===== src/json_token_lexer_macros.svh =====
// Assertion macros for the JSON token lexer.
// Used by the top level; expects clk_i and rst_ni in scope.
`ifndef JSON_TOKEN_LEXER_MACROS_SVH
`define JSON_TOKEN_LEXER_MACROS_SVH
`ifndef SYNTHESIS
// Same-cycle implication, checked at every rising clock edge out of reset.
`define JTL_ASSERT_IMPLIES(lbl, ante, cons) \
  lbl: assert property (@(posedge clk_i) disable iff (!rst_ni) (ante) |-> (cons)) \
    else $error("json_token_lexer: implication check failed");
// Next-cycle implication.
`define JTL_ASSERT_NEXT(lbl, ante, cons) \
  lbl: assert property (@(posedge clk_i) disable iff (!rst_ni) (ante) |=> (cons)) \
    else $error("json_token_lexer: next-cycle check failed");
`else
`define JTL_ASSERT_IMPLIES(lbl, ante, cons)
`define JTL_ASSERT_NEXT(lbl, ante, cons)
`endif
`endif


===== src/jtl_pkg.sv =====
// Shared types, codes and character helpers for the JSON token lexer.
// No dependencies; used by every module of the block but jtl_queue.
`timescale 1ns / 1ps

package jtl_pkg;

  // Lexer modes.
  typedef enum logic [3:0] {
    LM_IDLE,
    LM_MINUS,
    LM_ZERO,
    LM_DIGITS,
    LM_DOT,
    LM_STR,
    LM_ESC,
    LM_KW,
    LM_ERR
  } lex_mode_e;

  // What a byte does when it starts a token.
  typedef enum logic [2:0] {
    SC_SPACE,
    SC_PUNCT,
    SC_QUOTE,
    SC_MINUS,
    SC_KEYWORD,
    SC_ZERO,
    SC_DIGIT,
    SC_BAD
  } start_class_e;

  // Input item kinds.
  localparam logic IN_DATA = 1'b0;
  localparam logic IN_END  = 1'b1;

  // Token kinds.
  localparam logic [3:0] TK_NUMBER  = 4'd0;
  localparam logic [3:0] TK_NULL    = 4'd1;
  localparam logic [3:0] TK_BOOLEAN = 4'd2;
  localparam logic [3:0] TK_STRING  = 4'd3;
  localparam logic [3:0] TK_COLON   = 4'd4;
  localparam logic [3:0] TK_COMMA   = 4'd5;
  localparam logic [3:0] TK_LCURLY  = 4'd6;
  localparam logic [3:0] TK_RCURLY  = 4'd7;
  localparam logic [3:0] TK_LSQUARE = 4'd8;
  localparam logic [3:0] TK_RSQUARE = 4'd9;

  // Error codes.
  localparam logic [2:0] ERR_NONE         = 3'd0;
  localparam logic [2:0] ERR_BAD_CHAR     = 3'd1;
  localparam logic [2:0] ERR_LEAD_ZERO    = 3'd2;
  localparam logic [2:0] ERR_MINUS_DIGIT  = 3'd3;
  localparam logic [2:0] ERR_DOT_DIGIT    = 3'd4;
  localparam logic [2:0] ERR_OPEN_STRING  = 3'd5;
  localparam logic [2:0] ERR_BAD_KEYWORD  = 3'd6;

  // Keyword identifiers.
  localparam logic [1:0] KW_NULL  = 2'd0;
  localparam logic [1:0] KW_TRUE  = 2'd1;
  localparam logic [1:0] KW_FALSE = 2'd2;

  // Characters with a role of their own.
  localparam logic [7:0] CH_QUOTE     = 8'h22;
  localparam logic [7:0] CH_BACKSLASH = 8'h5C;
  localparam logic [7:0] CH_MINUS     = 8'h2D;
  localparam logic [7:0] CH_DOT       = 8'h2E;
  localparam logic [7:0] CH_ZERO      = 8'h30;
  localparam logic [7:0] CH_NINE      = 8'h39;
  localparam logic [7:0] CH_COLON     = 8'h3A;
  localparam logic [7:0] CH_COMMA     = 8'h2C;
  localparam logic [7:0] CH_LCURLY    = 8'h7B;
  localparam logic [7:0] CH_RCURLY    = 8'h7D;
  localparam logic [7:0] CH_LSQUARE   = 8'h5B;
  localparam logic [7:0] CH_RSQUARE   = 8'h5D;
  localparam logic [7:0] CH_N         = 8'h6E;
  localparam logic [7:0] CH_T         = 8'h74;
  localparam logic [7:0] CH_F         = 8'h66;

  // One result item, first field in the highest bits.
  typedef struct packed {
    logic       stream_end;
    logic [2:0] error_code;
    logic       bool_true;
    logic       token_end;
    logic [7:0] text_char;
    logic       has_char;
    logic [3:0] token_kind;
  } result_t;

  // Queue entry: the results that one input item causes.
  typedef struct packed {
    logic    two;
    result_t second;
    result_t first;
  } entry_t;

  function automatic result_t make_result(input logic [3:0] tk, input logic has,
                                          input logic [7:0] ch, input logic tend,
                                          input logic bt, input logic [2:0] err,
                                          input logic se);
    result_t r;
    r.token_kind = tk;
    r.has_char   = has;
    r.text_char  = ch;
    r.token_end  = tend;
    r.bool_true  = bt;
    r.error_code = err;
    r.stream_end = se;
    return r;
  endfunction

  function automatic logic is_digit(input logic [7:0] b);
    return (b >= CH_ZERO) && (b <= CH_NINE);
  endfunction

  function automatic start_class_e start_class(input logic [7:0] b);
    start_class_e c;
    case (b)
      8'h20, 8'h09, 8'h0A, 8'h0B, 8'h0C, 8'h0D: c = SC_SPACE;
      CH_COLON, CH_COMMA, CH_LCURLY, CH_RCURLY,
      CH_LSQUARE, CH_RSQUARE:                   c = SC_PUNCT;
      CH_QUOTE:                                 c = SC_QUOTE;
      CH_MINUS:                                 c = SC_MINUS;
      CH_N, CH_T, CH_F:                         c = SC_KEYWORD;
      CH_ZERO:                                  c = SC_ZERO;
      default: begin
        c = is_digit(b) ? SC_DIGIT : SC_BAD;
      end
    endcase
    return c;
  endfunction

  function automatic logic [3:0] punct_kind(input logic [7:0] b);
    logic [3:0] k;
    case (b)
      CH_COLON:   k = TK_COLON;
      CH_COMMA:   k = TK_COMMA;
      CH_LCURLY:  k = TK_LCURLY;
      CH_RCURLY:  k = TK_RCURLY;
      CH_LSQUARE: k = TK_LSQUARE;
      CH_RSQUARE: k = TK_RSQUARE;
      default:    k = TK_NUMBER;
    endcase
    return k;
  endfunction

  function automatic logic [1:0] keyword_id(input logic [7:0] b);
    logic [1:0] w;
    case (b)
      CH_N:    w = KW_NULL;
      CH_T:    w = KW_TRUE;
      default: w = KW_FALSE;
    endcase
    return w;
  endfunction

  // Keyword length; an unknown keyword has length zero and always mismatches.
  function automatic logic [2:0] kw_len(input logic [1:0] w);
    logic [2:0] n;
    case (w)
      KW_NULL:  n = 3'd4;
      KW_TRUE:  n = 3'd4;
      KW_FALSE: n = 3'd5;
      default:  n = 3'd0;
    endcase
    return n;
  endfunction

  // Keyword text, one character per position.
  function automatic logic [7:0] kw_char(input logic [1:0] w, input logic [2:0] p);
    logic [7:0] c;
    c = 8'h00;
    case (w)
      KW_NULL: begin
        case (p)
          3'd0:    c = CH_N;
          3'd1:    c = 8'h75;
          3'd2:    c = 8'h6C;
          3'd3:    c = 8'h6C;
          default: c = 8'h00;
        endcase
      end
      KW_TRUE: begin
        case (p)
          3'd0:    c = CH_T;
          3'd1:    c = 8'h72;
          3'd2:    c = 8'h75;
          3'd3:    c = 8'h65;
          default: c = 8'h00;
        endcase
      end
      KW_FALSE: begin
        case (p)
          3'd0:    c = CH_F;
          3'd1:    c = 8'h61;
          3'd2:    c = 8'h6C;
          3'd3:    c = 8'h73;
          3'd4:    c = 8'h65;
          default: c = 8'h00;
        endcase
      end
      default: c = 8'h00;
    endcase
    return c;
  endfunction

endpackage


===== src/jtl_front.sv =====
// Front end of the JSON token lexer: accepts bytes, runs the lexer state
// machine and pushes the results of each byte into the queue. Uses jtl_pkg.
`timescale 1ns / 1ps

module jtl_front import jtl_pkg::*; (
  input  logic       clk_i,
  input  logic       rst_ni,
  input  logic       in_valid_i,
  output logic       in_ready_o,
  input  logic       kind_i,
  input  logic [7:0] byte_i,
  input  logic       queue_full_i,
  output logic       push_o,
  output entry_t     push_entry_o
);

  lex_mode_e    mode_q, mode_d;
  logic [1:0]   kw_which_q, kw_which_d;
  logic [2:0]   kw_pos_q, kw_pos_d;
  logic         accept;

  start_class_e st_class;
  lex_mode_e    st_mode;
  logic         st_valid;
  result_t      st_res;

  logic         kw_hit;
  logic [2:0]   kw_next_pos;
  logic         kw_done;

  result_t      res_a, res_b;
  logic [1:0]   res_cnt;

  // A byte is taken whenever the queue has room for its results.
  assign in_ready_o = !queue_full_i;
  assign accept     = in_valid_i && in_ready_o;

  // Token start decode for the current byte.
  always_comb begin
    st_class = start_class(byte_i);
    st_mode  = LM_IDLE;
    st_valid = 1'b0;
    st_res   = make_result(TK_NUMBER, 1'b0, 8'h00, 1'b0, 1'b0, ERR_NONE, 1'b0);
    case (st_class)
      SC_SPACE: st_mode = LM_IDLE;
      SC_PUNCT: begin
        st_mode  = LM_IDLE;
        st_valid = 1'b1;
        st_res   = make_result(punct_kind(byte_i), 1'b0, 8'h00, 1'b1, 1'b0,
                               ERR_NONE, 1'b0);
      end
      SC_QUOTE:   st_mode = LM_STR;
      SC_KEYWORD: st_mode = LM_KW;
      SC_MINUS, SC_ZERO, SC_DIGIT: begin
        st_mode  = (st_class == SC_MINUS) ? LM_MINUS :
                   (st_class == SC_ZERO)  ? LM_ZERO  : LM_DIGITS;
        st_valid = 1'b1;
        st_res   = make_result(TK_NUMBER, 1'b1, byte_i, 1'b0, 1'b0, ERR_NONE, 1'b0);
      end
      default: begin
        st_mode  = LM_ERR;
        st_valid = 1'b1;
        st_res   = make_result(TK_NUMBER, 1'b0, 8'h00, 1'b0, 1'b0, ERR_BAD_CHAR, 1'b0);
      end
    endcase
  end

  // Keyword matching against the expected character.
  assign kw_hit      = (kw_pos_q < kw_len(kw_which_q)) &&
                       (kw_char(kw_which_q, kw_pos_q) == byte_i);
  assign kw_next_pos = kw_pos_q + 3'd1;
  assign kw_done     = (kw_next_pos == kw_len(kw_which_q));

  // Next-state logic.
  always_comb begin
    mode_d     = mode_q;
    kw_which_d = kw_which_q;
    kw_pos_d   = kw_pos_q;
    if (kind_i == IN_END) begin
      mode_d     = LM_IDLE;
      kw_which_d = KW_NULL;
      kw_pos_d   = 3'd0;
    end else begin
      case (mode_q)
        LM_IDLE: begin
          mode_d = st_mode;
          if (st_class == SC_KEYWORD) begin
            kw_which_d = keyword_id(byte_i);
            kw_pos_d   = 3'd1;
          end
        end
        LM_MINUS: begin
          if (!is_digit(byte_i))       mode_d = LM_ERR;
          else if (byte_i == CH_ZERO)  mode_d = LM_ZERO;
          else                         mode_d = LM_DIGITS;
        end
        LM_ZERO, LM_DIGITS: begin
          if (is_digit(byte_i)) begin
            mode_d = (mode_q == LM_ZERO) ? LM_ERR : LM_DIGITS;
          end else if (byte_i == CH_DOT) begin
            mode_d = LM_DOT;
          end else begin
            // The number ends and this byte starts the next token.
            mode_d = st_mode;
            if (st_class == SC_KEYWORD) begin
              kw_which_d = keyword_id(byte_i);
              kw_pos_d   = 3'd1;
            end
          end
        end
        LM_DOT: mode_d = is_digit(byte_i) ? LM_DIGITS : LM_ERR;
        LM_STR: begin
          if (byte_i == CH_QUOTE)          mode_d = LM_IDLE;
          else if (byte_i == CH_BACKSLASH) mode_d = LM_ESC;
          else                             mode_d = LM_STR;
        end
        LM_ESC: mode_d = LM_STR;
        LM_KW: begin
          if (!kw_hit) begin
            mode_d = LM_ERR;
          end else if (kw_done) begin
            mode_d   = LM_IDLE;
            kw_pos_d = 3'd0;
          end else begin
            kw_pos_d = kw_next_pos;
          end
        end
        default: mode_d = LM_ERR;
      endcase
    end
  end

  // Result logic: up to two results per byte.
  always_comb begin
    res_a   = make_result(TK_NUMBER, 1'b0, 8'h00, 1'b0, 1'b0, ERR_NONE, 1'b0);
    res_b   = res_a;
    res_cnt = 2'd0;
    if (kind_i == IN_END) begin
      case (mode_q)
        LM_ZERO, LM_DIGITS: begin
          res_a   = make_result(TK_NUMBER, 1'b0, 8'h00, 1'b1, 1'b0, ERR_NONE, 1'b0);
          res_b   = make_result(TK_NUMBER, 1'b0, 8'h00, 1'b0, 1'b0, ERR_NONE, 1'b1);
          res_cnt = 2'd2;
        end
        LM_MINUS: begin
          res_a   = make_result(TK_NUMBER, 1'b0, 8'h00, 1'b0, 1'b0, ERR_MINUS_DIGIT, 1'b1);
          res_cnt = 2'd1;
        end
        LM_DOT: begin
          res_a   = make_result(TK_NUMBER, 1'b0, 8'h00, 1'b0, 1'b0, ERR_DOT_DIGIT, 1'b1);
          res_cnt = 2'd1;
        end
        LM_STR, LM_ESC: begin
          res_a   = make_result(TK_NUMBER, 1'b0, 8'h00, 1'b0, 1'b0, ERR_OPEN_STRING, 1'b1);
          res_cnt = 2'd1;
        end
        LM_KW: begin
          res_a   = make_result(TK_NUMBER, 1'b0, 8'h00, 1'b0, 1'b0, ERR_BAD_KEYWORD, 1'b1);
          res_cnt = 2'd1;
        end
        default: begin
          res_a   = make_result(TK_NUMBER, 1'b0, 8'h00, 1'b0, 1'b0, ERR_NONE, 1'b1);
          res_cnt = 2'd1;
        end
      endcase
    end else begin
      case (mode_q)
        LM_IDLE: begin
          res_a   = st_res;
          res_cnt = {1'b0, st_valid};
        end
        LM_MINUS: begin
          res_a   = is_digit(byte_i) ?
                    make_result(TK_NUMBER, 1'b1, byte_i, 1'b0, 1'b0, ERR_NONE, 1'b0) :
                    make_result(TK_NUMBER, 1'b0, 8'h00, 1'b0, 1'b0, ERR_MINUS_DIGIT, 1'b0);
          res_cnt = 2'd1;
        end
        LM_ZERO, LM_DIGITS: begin
          if (is_digit(byte_i) && (mode_q == LM_ZERO)) begin
            res_a   = make_result(TK_NUMBER, 1'b0, 8'h00, 1'b0, 1'b0, ERR_LEAD_ZERO, 1'b0);
            res_cnt = 2'd1;
          end else if (is_digit(byte_i) || (byte_i == CH_DOT)) begin
            res_a   = make_result(TK_NUMBER, 1'b1, byte_i, 1'b0, 1'b0, ERR_NONE, 1'b0);
            res_cnt = 2'd1;
          end else begin
            res_a   = make_result(TK_NUMBER, 1'b0, 8'h00, 1'b1, 1'b0, ERR_NONE, 1'b0);
            res_b   = st_res;
            res_cnt = st_valid ? 2'd2 : 2'd1;
          end
        end
        LM_DOT: begin
          res_a   = is_digit(byte_i) ?
                    make_result(TK_NUMBER, 1'b1, byte_i, 1'b0, 1'b0, ERR_NONE, 1'b0) :
                    make_result(TK_NUMBER, 1'b0, 8'h00, 1'b0, 1'b0, ERR_DOT_DIGIT, 1'b0);
          res_cnt = 2'd1;
        end
        LM_STR: begin
          res_a   = (byte_i == CH_QUOTE) ?
                    make_result(TK_STRING, 1'b0, 8'h00, 1'b1, 1'b0, ERR_NONE, 1'b0) :
                    make_result(TK_STRING, 1'b1, byte_i, 1'b0, 1'b0, ERR_NONE, 1'b0);
          res_cnt = 2'd1;
        end
        LM_ESC: begin
          res_a   = make_result(TK_STRING, 1'b1, byte_i, 1'b0, 1'b0, ERR_NONE, 1'b0);
          res_cnt = 2'd1;
        end
        LM_KW: begin
          if (!kw_hit) begin
            res_a   = make_result(TK_NUMBER, 1'b0, 8'h00, 1'b0, 1'b0, ERR_BAD_KEYWORD, 1'b0);
            res_cnt = 2'd1;
          end else if (kw_done) begin
            res_a   = (kw_which_q == KW_NULL) ?
                      make_result(TK_NULL, 1'b0, 8'h00, 1'b1, 1'b0, ERR_NONE, 1'b0) :
                      make_result(TK_BOOLEAN, 1'b0, 8'h00, 1'b1,
                                  (kw_which_q == KW_TRUE), ERR_NONE, 1'b0);
            res_cnt = 2'd1;
          end
        end
        default: res_cnt = 2'd0;
      endcase
    end
  end

  assign push_o              = accept && (res_cnt != 2'd0);
  assign push_entry_o.first  = res_a;
  assign push_entry_o.second = res_b;
  assign push_entry_o.two    = res_cnt[1];

  // Lexer state registers.
  always_ff @(posedge clk_i or negedge rst_ni) begin
    if (!rst_ni) begin
      mode_q     <= LM_IDLE;
      kw_which_q <= KW_NULL;
      kw_pos_q   <= 3'd0;
    end else if (accept) begin
      mode_q     <= mode_d;
      kw_which_q <= kw_which_d;
      kw_pos_q   <= kw_pos_d;
    end
  end

endmodule


===== src/jtl_queue.sv =====
// Small register queue between the lexer front end and the output back end.
// Generic over entry width and depth; no package dependency.
`timescale 1ns / 1ps

module jtl_queue #(
  parameter int WIDTH = 39,
  parameter int DEPTH = 4
) (
  input  logic             clk_i,
  input  logic             rst_ni,
  input  logic             push_i,
  input  logic [WIDTH-1:0] push_data_i,
  input  logic             pop_i,
  output logic [WIDTH-1:0] pop_data_o,
  output logic             full_o,
  output logic             empty_o
);

  localparam int PtrW = (DEPTH > 1) ? $clog2(DEPTH) : 1;
  localparam int CntW = $clog2(DEPTH + 1);
  localparam logic [PtrW-1:0] LastPtr = PtrW'(DEPTH - 1);
  localparam logic [CntW-1:0] FullCnt = CntW'(DEPTH);

  logic [WIDTH-1:0] slots_q [DEPTH];
  logic [PtrW-1:0]  wr_ptr_q, wr_ptr_d;
  logic [PtrW-1:0]  rd_ptr_q, rd_ptr_d;
  logic [CntW-1:0]  count_q, count_d;
  logic             do_push, do_pop;

  assign full_o     = (count_q == FullCnt);
  assign empty_o    = (count_q == '0);
  assign do_push    = push_i && !full_o;
  assign do_pop     = pop_i && !empty_o;
  assign pop_data_o = slots_q[rd_ptr_q];

  // Pointer and fill-level update.
  always_comb begin
    wr_ptr_d = wr_ptr_q;
    rd_ptr_d = rd_ptr_q;
    count_d  = count_q;
    if (do_push) wr_ptr_d = (wr_ptr_q == LastPtr) ? '0 : wr_ptr_q + 1'b1;
    if (do_pop)  rd_ptr_d = (rd_ptr_q == LastPtr) ? '0 : rd_ptr_q + 1'b1;
    if (do_push && !do_pop)      count_d = count_q + 1'b1;
    else if (!do_push && do_pop) count_d = count_q - 1'b1;
  end

  always_ff @(posedge clk_i or negedge rst_ni) begin
    if (!rst_ni) begin
      wr_ptr_q <= '0;
      rd_ptr_q <= '0;
      count_q  <= '0;
    end else begin
      wr_ptr_q <= wr_ptr_d;
      rd_ptr_q <= rd_ptr_d;
      count_q  <= count_d;
    end
  end

  // Entry storage.
  always_ff @(posedge clk_i) begin
    if (do_push) slots_q[wr_ptr_q] <= push_data_i;
  end

endmodule


===== src/jtl_back.sv =====
// Back end of the JSON token lexer: takes queue entries apart and presents
// one result per cycle from an output register unless stalled. Uses jtl_pkg.
`timescale 1ns / 1ps

module jtl_back import jtl_pkg::*; (
  input  logic    clk_i,
  input  logic    rst_ni,
  input  entry_t  entry_i,
  input  logic    avail_i,
  output logic    pop_o,
  output logic    out_valid_o,
  input  logic    out_ready_i,
  output result_t out_res_o
);

  result_t out_q, out_d;
  result_t pend_q, pend_d;
  logic    out_valid_q, out_valid_d;
  logic    pend_valid_q, pend_valid_d;
  logic    load;

  // The output register can take a new result when empty or being drained.
  assign load = !out_valid_q || out_ready_i;
  assign pop_o = load && !pend_valid_q && avail_i;

  always_comb begin
    out_d        = out_q;
    pend_d       = pend_q;
    out_valid_d  = out_valid_q;
    pend_valid_d = pend_valid_q;
    if (load) begin
      if (pend_valid_q) begin
        out_d        = pend_q;
        out_valid_d  = 1'b1;
        pend_valid_d = 1'b0;
      end else if (avail_i) begin
        out_d        = entry_i.first;
        pend_d       = entry_i.second;
        out_valid_d  = 1'b1;
        pend_valid_d = entry_i.two;
      end else begin
        out_valid_d  = 1'b0;
      end
    end
  end

  always_ff @(posedge clk_i or negedge rst_ni) begin
    if (!rst_ni) begin
      out_valid_q  <= 1'b0;
      pend_valid_q <= 1'b0;
    end else begin
      out_valid_q  <= out_valid_d;
      pend_valid_q <= pend_valid_d;
    end
  end

  // Payload registers.
  always_ff @(posedge clk_i) begin
    out_q  <= out_d;
    pend_q <= pend_d;
  end

  assign out_valid_o = out_valid_q;
  assign out_res_o   = out_q;

endmodule


===== src/json_token_lexer.sv =====
// Streaming JSON lexer. It takes one byte per cycle on the input stream while
// the queue has room and turns each byte into zero, one or two token results.
// A queue of QUEUE_DEPTH entries, one entry per byte that gives results, parts
// the lexer from the output register, so each side stalls on its own. Bytes
// keep coming in while results wait at the output until that queue is full.
// A byte's first result goes through the queue to the output register. The
// output port moves one result per cycle while the receiver is ready. The end
// of input after a number gives two results, as does a byte ending a number
// with a result of its own: punctuation, minus or a bad character. Bytes in
// strings, numbers and keywords, whitespace and punctuation give one or none.
// After an error the lexer drops bytes until the end-of-input transaction.
// Depends on jtl_pkg, jtl_front, jtl_queue, jtl_back and the macro header.
`timescale 1ns / 1ps
`include "json_token_lexer_macros.svh"

module json_token_lexer import jtl_pkg::*; #(
  parameter int QUEUE_DEPTH = 4
) (
  input  logic        clk_i,
  input  logic        rst_ni,
  input  logic        s_axis_tvalid,
  output logic        s_axis_tready,
  input  logic [7:0]  s_axis_tdata,   // [7:0] byte_in
  input  logic        s_axis_tuser,   // [0] kind
  output logic        m_axis_tvalid,
  input  logic        m_axis_tready,
  output logic [15:0] m_axis_tdata,   // [7:0] text_char, [8] token_end,
                                      // [9] bool_true, [12:10] error_code
  output logic [4:0]  m_axis_tuser,   // [3:0] token_kind, [4] has_char
  output logic        m_axis_tlast    // stream_end
);

  entry_t  push_entry, pop_entry;
  logic    push, pop, q_full, q_empty;
  result_t out_res;

  // Lexer front end.
  jtl_front u_front (
    .clk_i        (clk_i),
    .rst_ni       (rst_ni),
    .in_valid_i   (s_axis_tvalid),
    .in_ready_o   (s_axis_tready),
    .kind_i       (s_axis_tuser),
    .byte_i       (s_axis_tdata),
    .queue_full_i (q_full),
    .push_o       (push),
    .push_entry_o (push_entry)
  );

  // Result queue.
  jtl_queue #(
    .WIDTH ($bits(entry_t)),
    .DEPTH (QUEUE_DEPTH)
  ) u_queue (
    .clk_i       (clk_i),
    .rst_ni      (rst_ni),
    .push_i      (push),
    .push_data_i (push_entry),
    .pop_i       (pop),
    .pop_data_o  (pop_entry),
    .full_o      (q_full),
    .empty_o     (q_empty)
  );

  // Output back end.
  jtl_back u_back (
    .clk_i       (clk_i),
    .rst_ni      (rst_ni),
    .entry_i     (pop_entry),
    .avail_i     (!q_empty),
    .pop_o       (pop),
    .out_valid_o (m_axis_tvalid),
    .out_ready_i (m_axis_tready),
    .out_res_o   (out_res)
  );

  // Output packing.
  assign m_axis_tdata = {3'b000, out_res.error_code, out_res.bool_true,
                         out_res.token_end, out_res.text_char};
  assign m_axis_tuser = {out_res.has_char, out_res.token_kind};
  assign m_axis_tlast = out_res.stream_end;

  // The end-of-input result carries no token kind and no text.
  `JTL_ASSERT_IMPLIES(a_end_plain, m_axis_tvalid && m_axis_tlast, m_axis_tuser == 5'd0)
  // An error result mid-stream carries nothing but its code.
  `JTL_ASSERT_IMPLIES(a_err_plain,
                      m_axis_tvalid && !m_axis_tlast && (m_axis_tdata[12:10] != ERR_NONE),
                      (m_axis_tuser == 5'd0) && (m_axis_tdata[9:0] == 10'd0))
  // Text bytes appear only with has_char.
  `JTL_ASSERT_IMPLIES(a_text_gated, m_axis_tvalid && !m_axis_tuser[4], m_axis_tdata[7:0] == 8'h00)
  // An accepted end of input always leaves an entry in the queue.
  `JTL_ASSERT_NEXT(a_end_queued,
                   s_axis_tvalid && s_axis_tready && (s_axis_tuser == IN_END),
                   !q_empty)

endmodule


===== config.mk =====
export PLATFORM = sky130hd
export DESIGN_NAME = json_token_lexer
export DESIGN_NICKNAME = d
export VERILOG_FILES = /design/src/jtl_pkg.sv /design/src/jtl_front.sv /design/src/jtl_queue.sv /design/src/jtl_back.sv /design/src/json_token_lexer.sv
export VERILOG_INCLUDE_DIRS = /design/src /design/src/src
export SDC_FILE = /design/constraint.sdc
export NUM_CORES = 1
export LEC_CHECK = 0
export BUFFER_PORTS_ARGS = -buffer_cell sky130_fd_sc_hd__buf_2
export CAP_MARGIN = 10
export CORE_ASPECT_RATIO = 2
export CORE_MARGIN = 1.5
export CORE_UTILIZATION = 58
export CTS_BUF_LIST = sky130_fd_sc_hd__clkbuf_2
export CTS_CLUSTER_SIZE = 24
export DETAILED_ROUTE_END_ITERATION = 16
export PLACE_DENSITY = 0.86
export SETUP_SLACK_MARGIN = 0.02
export SLEW_MARGIN = 25
export SYNTH_ARGS = -nofsm -noshare
export SYNTH_HDL_FRONTEND = slang
export SYNTH_SLANG_ARGS = --single-unit

===== constraint.sdc =====
create_clock -name clk_i -period 4.6 [get_ports clk_i]
set_input_delay 0.46 -clock clk_i [delete_from_list [all_inputs] [get_ports clk_i]]
set_output_delay 0.46 -clock clk_i [all_outputs]
set_load 0.05 [all_outputs]

==> results.json <==
{
  "cp-end-kind": "flop",
  "drive_gt1_share_pct": 22.1,
  "period_needed_ns": 4.08,
  "postCtsSetupRepairBufs": 0,
  "maxSlewViolCount": 0,
  "relSlewSlack_pct": 37.0,
  "critPathMaxFanout": 8,
  "fin_area_sq_mm": 0.00968,
  "worst-path-buf-inv": 2,
  "clk_latency_ns": 0.76,
  "final_cell_mix": "edfxtp_1, nor2_1, mux4_2",
  "power_density_mw_per_mm2": 545,
  "cts_resized": 0,
  "nFillCells": 1103,
  "initial_core_util_pct": 59.0,
  "drt_iter0_markers": 376,
  "die_h_um": 179,
  "clockBufferDepth": 2,
  "grt.met2_usage_pct": 45.2,
  "synth_edf_count": 179,
  "p_leak_nw": 3.22,
  "grt_overflow": 0,
  "hp-class": "input port to async pin",
  "busiest_layer": "met2",
  "hpwlAfterDp_um": 13300,
  "grt_use_met1_pct": 26.6,
  "critical_path.cell_chain": "inv_1, ha_1, or4_4, and4_4, o21bai_1, nand4_2, nor4b_1, o2bb2ai_1, ha_1, inv_1, fa_1, mux2_2",
  "drt-total-wl_um": 19000,
  "fin_cells": 861,
  "synth_area_leaders": "edfxtp_1, mux4_2, dfrtp_1, mux2_2, ha_1",
  "place_area_sq_mm": 0.00945,
  "fp.coreArea_sq_mm": 0.0153,
  "required_ns": 5.29,
  "synth_warnings": 0,
  "dieArea_sq_mm": 0.0164,
  "cp.arrival_ns": 4.77,
  "drtPass1Iterations": 5,
  "setup_violations": 0,
  "final_nets": 676,
  "place_congestion": 0.926,
  "synth_top_area_cell": "edfxtp_1",
  "synth_top_area_share_pct": 59.6,
  "grtUsageMet3_pct": 3.84,
  "async_flop_share_pct": 9.14,
  "die_w_um": 91.2,
  "dp.cells": 826,
  "syn_area_sq_mm": 0.00902,
  "root_buffer": "clkbuf_2",
  "row_count": 64,
  "crit_family": "simple AND/OR/NAND/NOR gates",
  "synthCells": 602,
  "status": "finished, final reports clean",
  "yosysSeqAreaShare_pct": 64.6,
  "max_stage_delay_ns": 0.69,
  "io_pins": 37,
  "grt_max_degree": 37,
  "cts_tree": "built",
  "syn_to_final_growth_pct": 7.24,
  "cp_num_cells": 12,
  "hold_buffers": 2,
  "cts_buffers": 17,
  "hold_viol": 0,
  "skew_ns": 0.0317,
  "crit_type": "flop to flop",
  "ys.flop_type": "edfxtp_1",
  "grt_first_pass_wirelength_um": 30100,
  "synth_seq_cells": 197,
  "max_cap_violations": 0,
  "cp_slowest_cell": "nor4b_1",
  "clock.fmax_ghz": 0.245,
  "syn_avg_cell_area_sq_um": 15.0,
  "postRouteAntennaNets": 0,
  "numPortBuffers": 33,
  "cts.sink_count": 197,
  "r2r-start": "u_front.kw_pos_q[0]",
  "crit_start": "u_front.kw_pos_q[0]",
  "crit_path_start_kind": "flop",
  "drt-vias-per-instance": 6.26,
  "tightest_slew_ns": 0.932,
  "layout_commonest_cell": "edfxtp_1",
  "synthDistinctLibCells": 79,
  "ir_worst_vdd_mv": 0.293,
  "vias": 5387,
  "r2r_cells": 12,
  "grtUsageTotal_pct": 24.8,
  "rsz0062_at_grt": "false",
  "htree_levels": 4,
  "path_clk_slew_ns": 0.25,
  "first_global_vias": 5605,
  "tns_ns": 0,
  "drc": 0,
  "antenna_found_initial": 1,
  "post-route-period-util_pct": 88.6,
  "detail_route.wl_per_cell_um": 22.0
}
==> power by group <==
group,switching (mW),internal [mW]
Sequential,0.217,2.52
Clock,0.540,0.186
Combinational,1.08,0.727
==> through the flow <==
| step | hold slack, ns | utilization (%) | setup WS, ns | power [mW] |
|---|---|---|---|---|
| 6_report | 0.118 | 63.3 | 0.522 | 5.28 |
| 5_1_grt | 0.0851 | 63.3 | 0.317 | 5.55 |
| 4_1_cts | 0.0509 | 63.2 | 0.587 | 5.32 |
| 3_5_place_dp | 0.432 | 61.8 | 0.625 | 4.62 |
| 3_3_place_gp | 0.427 | 61.8 | 0.713 | 4.51 |
| 2_1_floorplan | 0.164 | - | 0.897 | 4.14 |
==> logic make-up (layout without fill, tap and decap cells) <==
kind of cell             after synthesis  in the layout  share of synthesized area, %
buffers and inverters                 56             98                          2.57
flip-flops                           197            197                          64.6
adder cells (fa/ha/maj)               14             14                          2.02
multiplexers                          63             63                          12.3
AO/OA/AOI/OAI                         96             96                          7.67
XOR/XNOR                               7              7                         0.679
AND/OR/NAND/NOR                      168            168                          10.2
other                                  1             20                        0.0416
==> flip-flops by register name (all words and copies together) (netlist names) <==
name                 count
u_front.mode_q           4
u_back.out_valid_o       1
u_queue.wr_ptr_q         2
u_front.kw_pos_q         3
u_back.pend_q           16
u_queue.rd_ptr_q         2
u_queue.slots_q        144
u_queue.count_q          3
u_back.pend_valid_q      1
u_back.out_res_o        19
u_front.kw_which_q       2
==> final timing paths <==
check | endpoint | slack [ns]
setup / recovery | u_queue.count_q[1] | 0.52
hold / removal | u_queue.wr_ptr_q[1] | 0.12
setup reg to reg | u_queue.count_q[1] | 0.52
hold reg to reg | u_queue.count_q[2] | 0.56
max in group asynchronous | u_queue.rd_ptr_q[0] | 4.14
min in group clk_i | u_front.kw_which_q[0] | 0.14
==> cell usage after synthesis (3+ instances only) <==
master,number
o21ai_0,11
a21oi_1,25
clkbuf_1,29
nor4b_1,3
o2bb2ai_1,3
nand3_1,10
nor3b_1,5
xor2_1,4
mux2i_1,4
ha_1,13
o211ai_1,3
nor2b_1,10
inv_1,17
o22ai_1,3
dfrtp_1,18
nand2_1,27
xnor2_1,3
or3_1,4
nor2_1,37
nor3_1,13
and3_1,3
o31ai_1,3
a31oi_1,7
nand4_1,4
nor4_1,9
buf_1,4
mux2_2,22
buf_4,3
mux4_2,36
nand2b_1,11
a211oi_1,3
edfxtp_1,179
o21bai_1,4
and2_1,15
==> layout make-up <==
type,count,area [sq um],share of cell area (%)
well taps,198,248,2.56
diodes,1,2.50,0.0259
inverters,17,63.8,0.659
flip-flops and latches,197,5830,60.2
multi-input cells,367,3050,31.5
clock inverters,15,114,1.18
repair buffers,49,290,3.00
clock buffers,17,85.1,0.879
==> routing by layer <==
metal	vias up	part of all wire [%]
li1	2440	-
met1	2676	35
met2	217	56
met3	54	4.0
met4	0	4.9
met5	-	0
(Power assumes the default switching activity.)
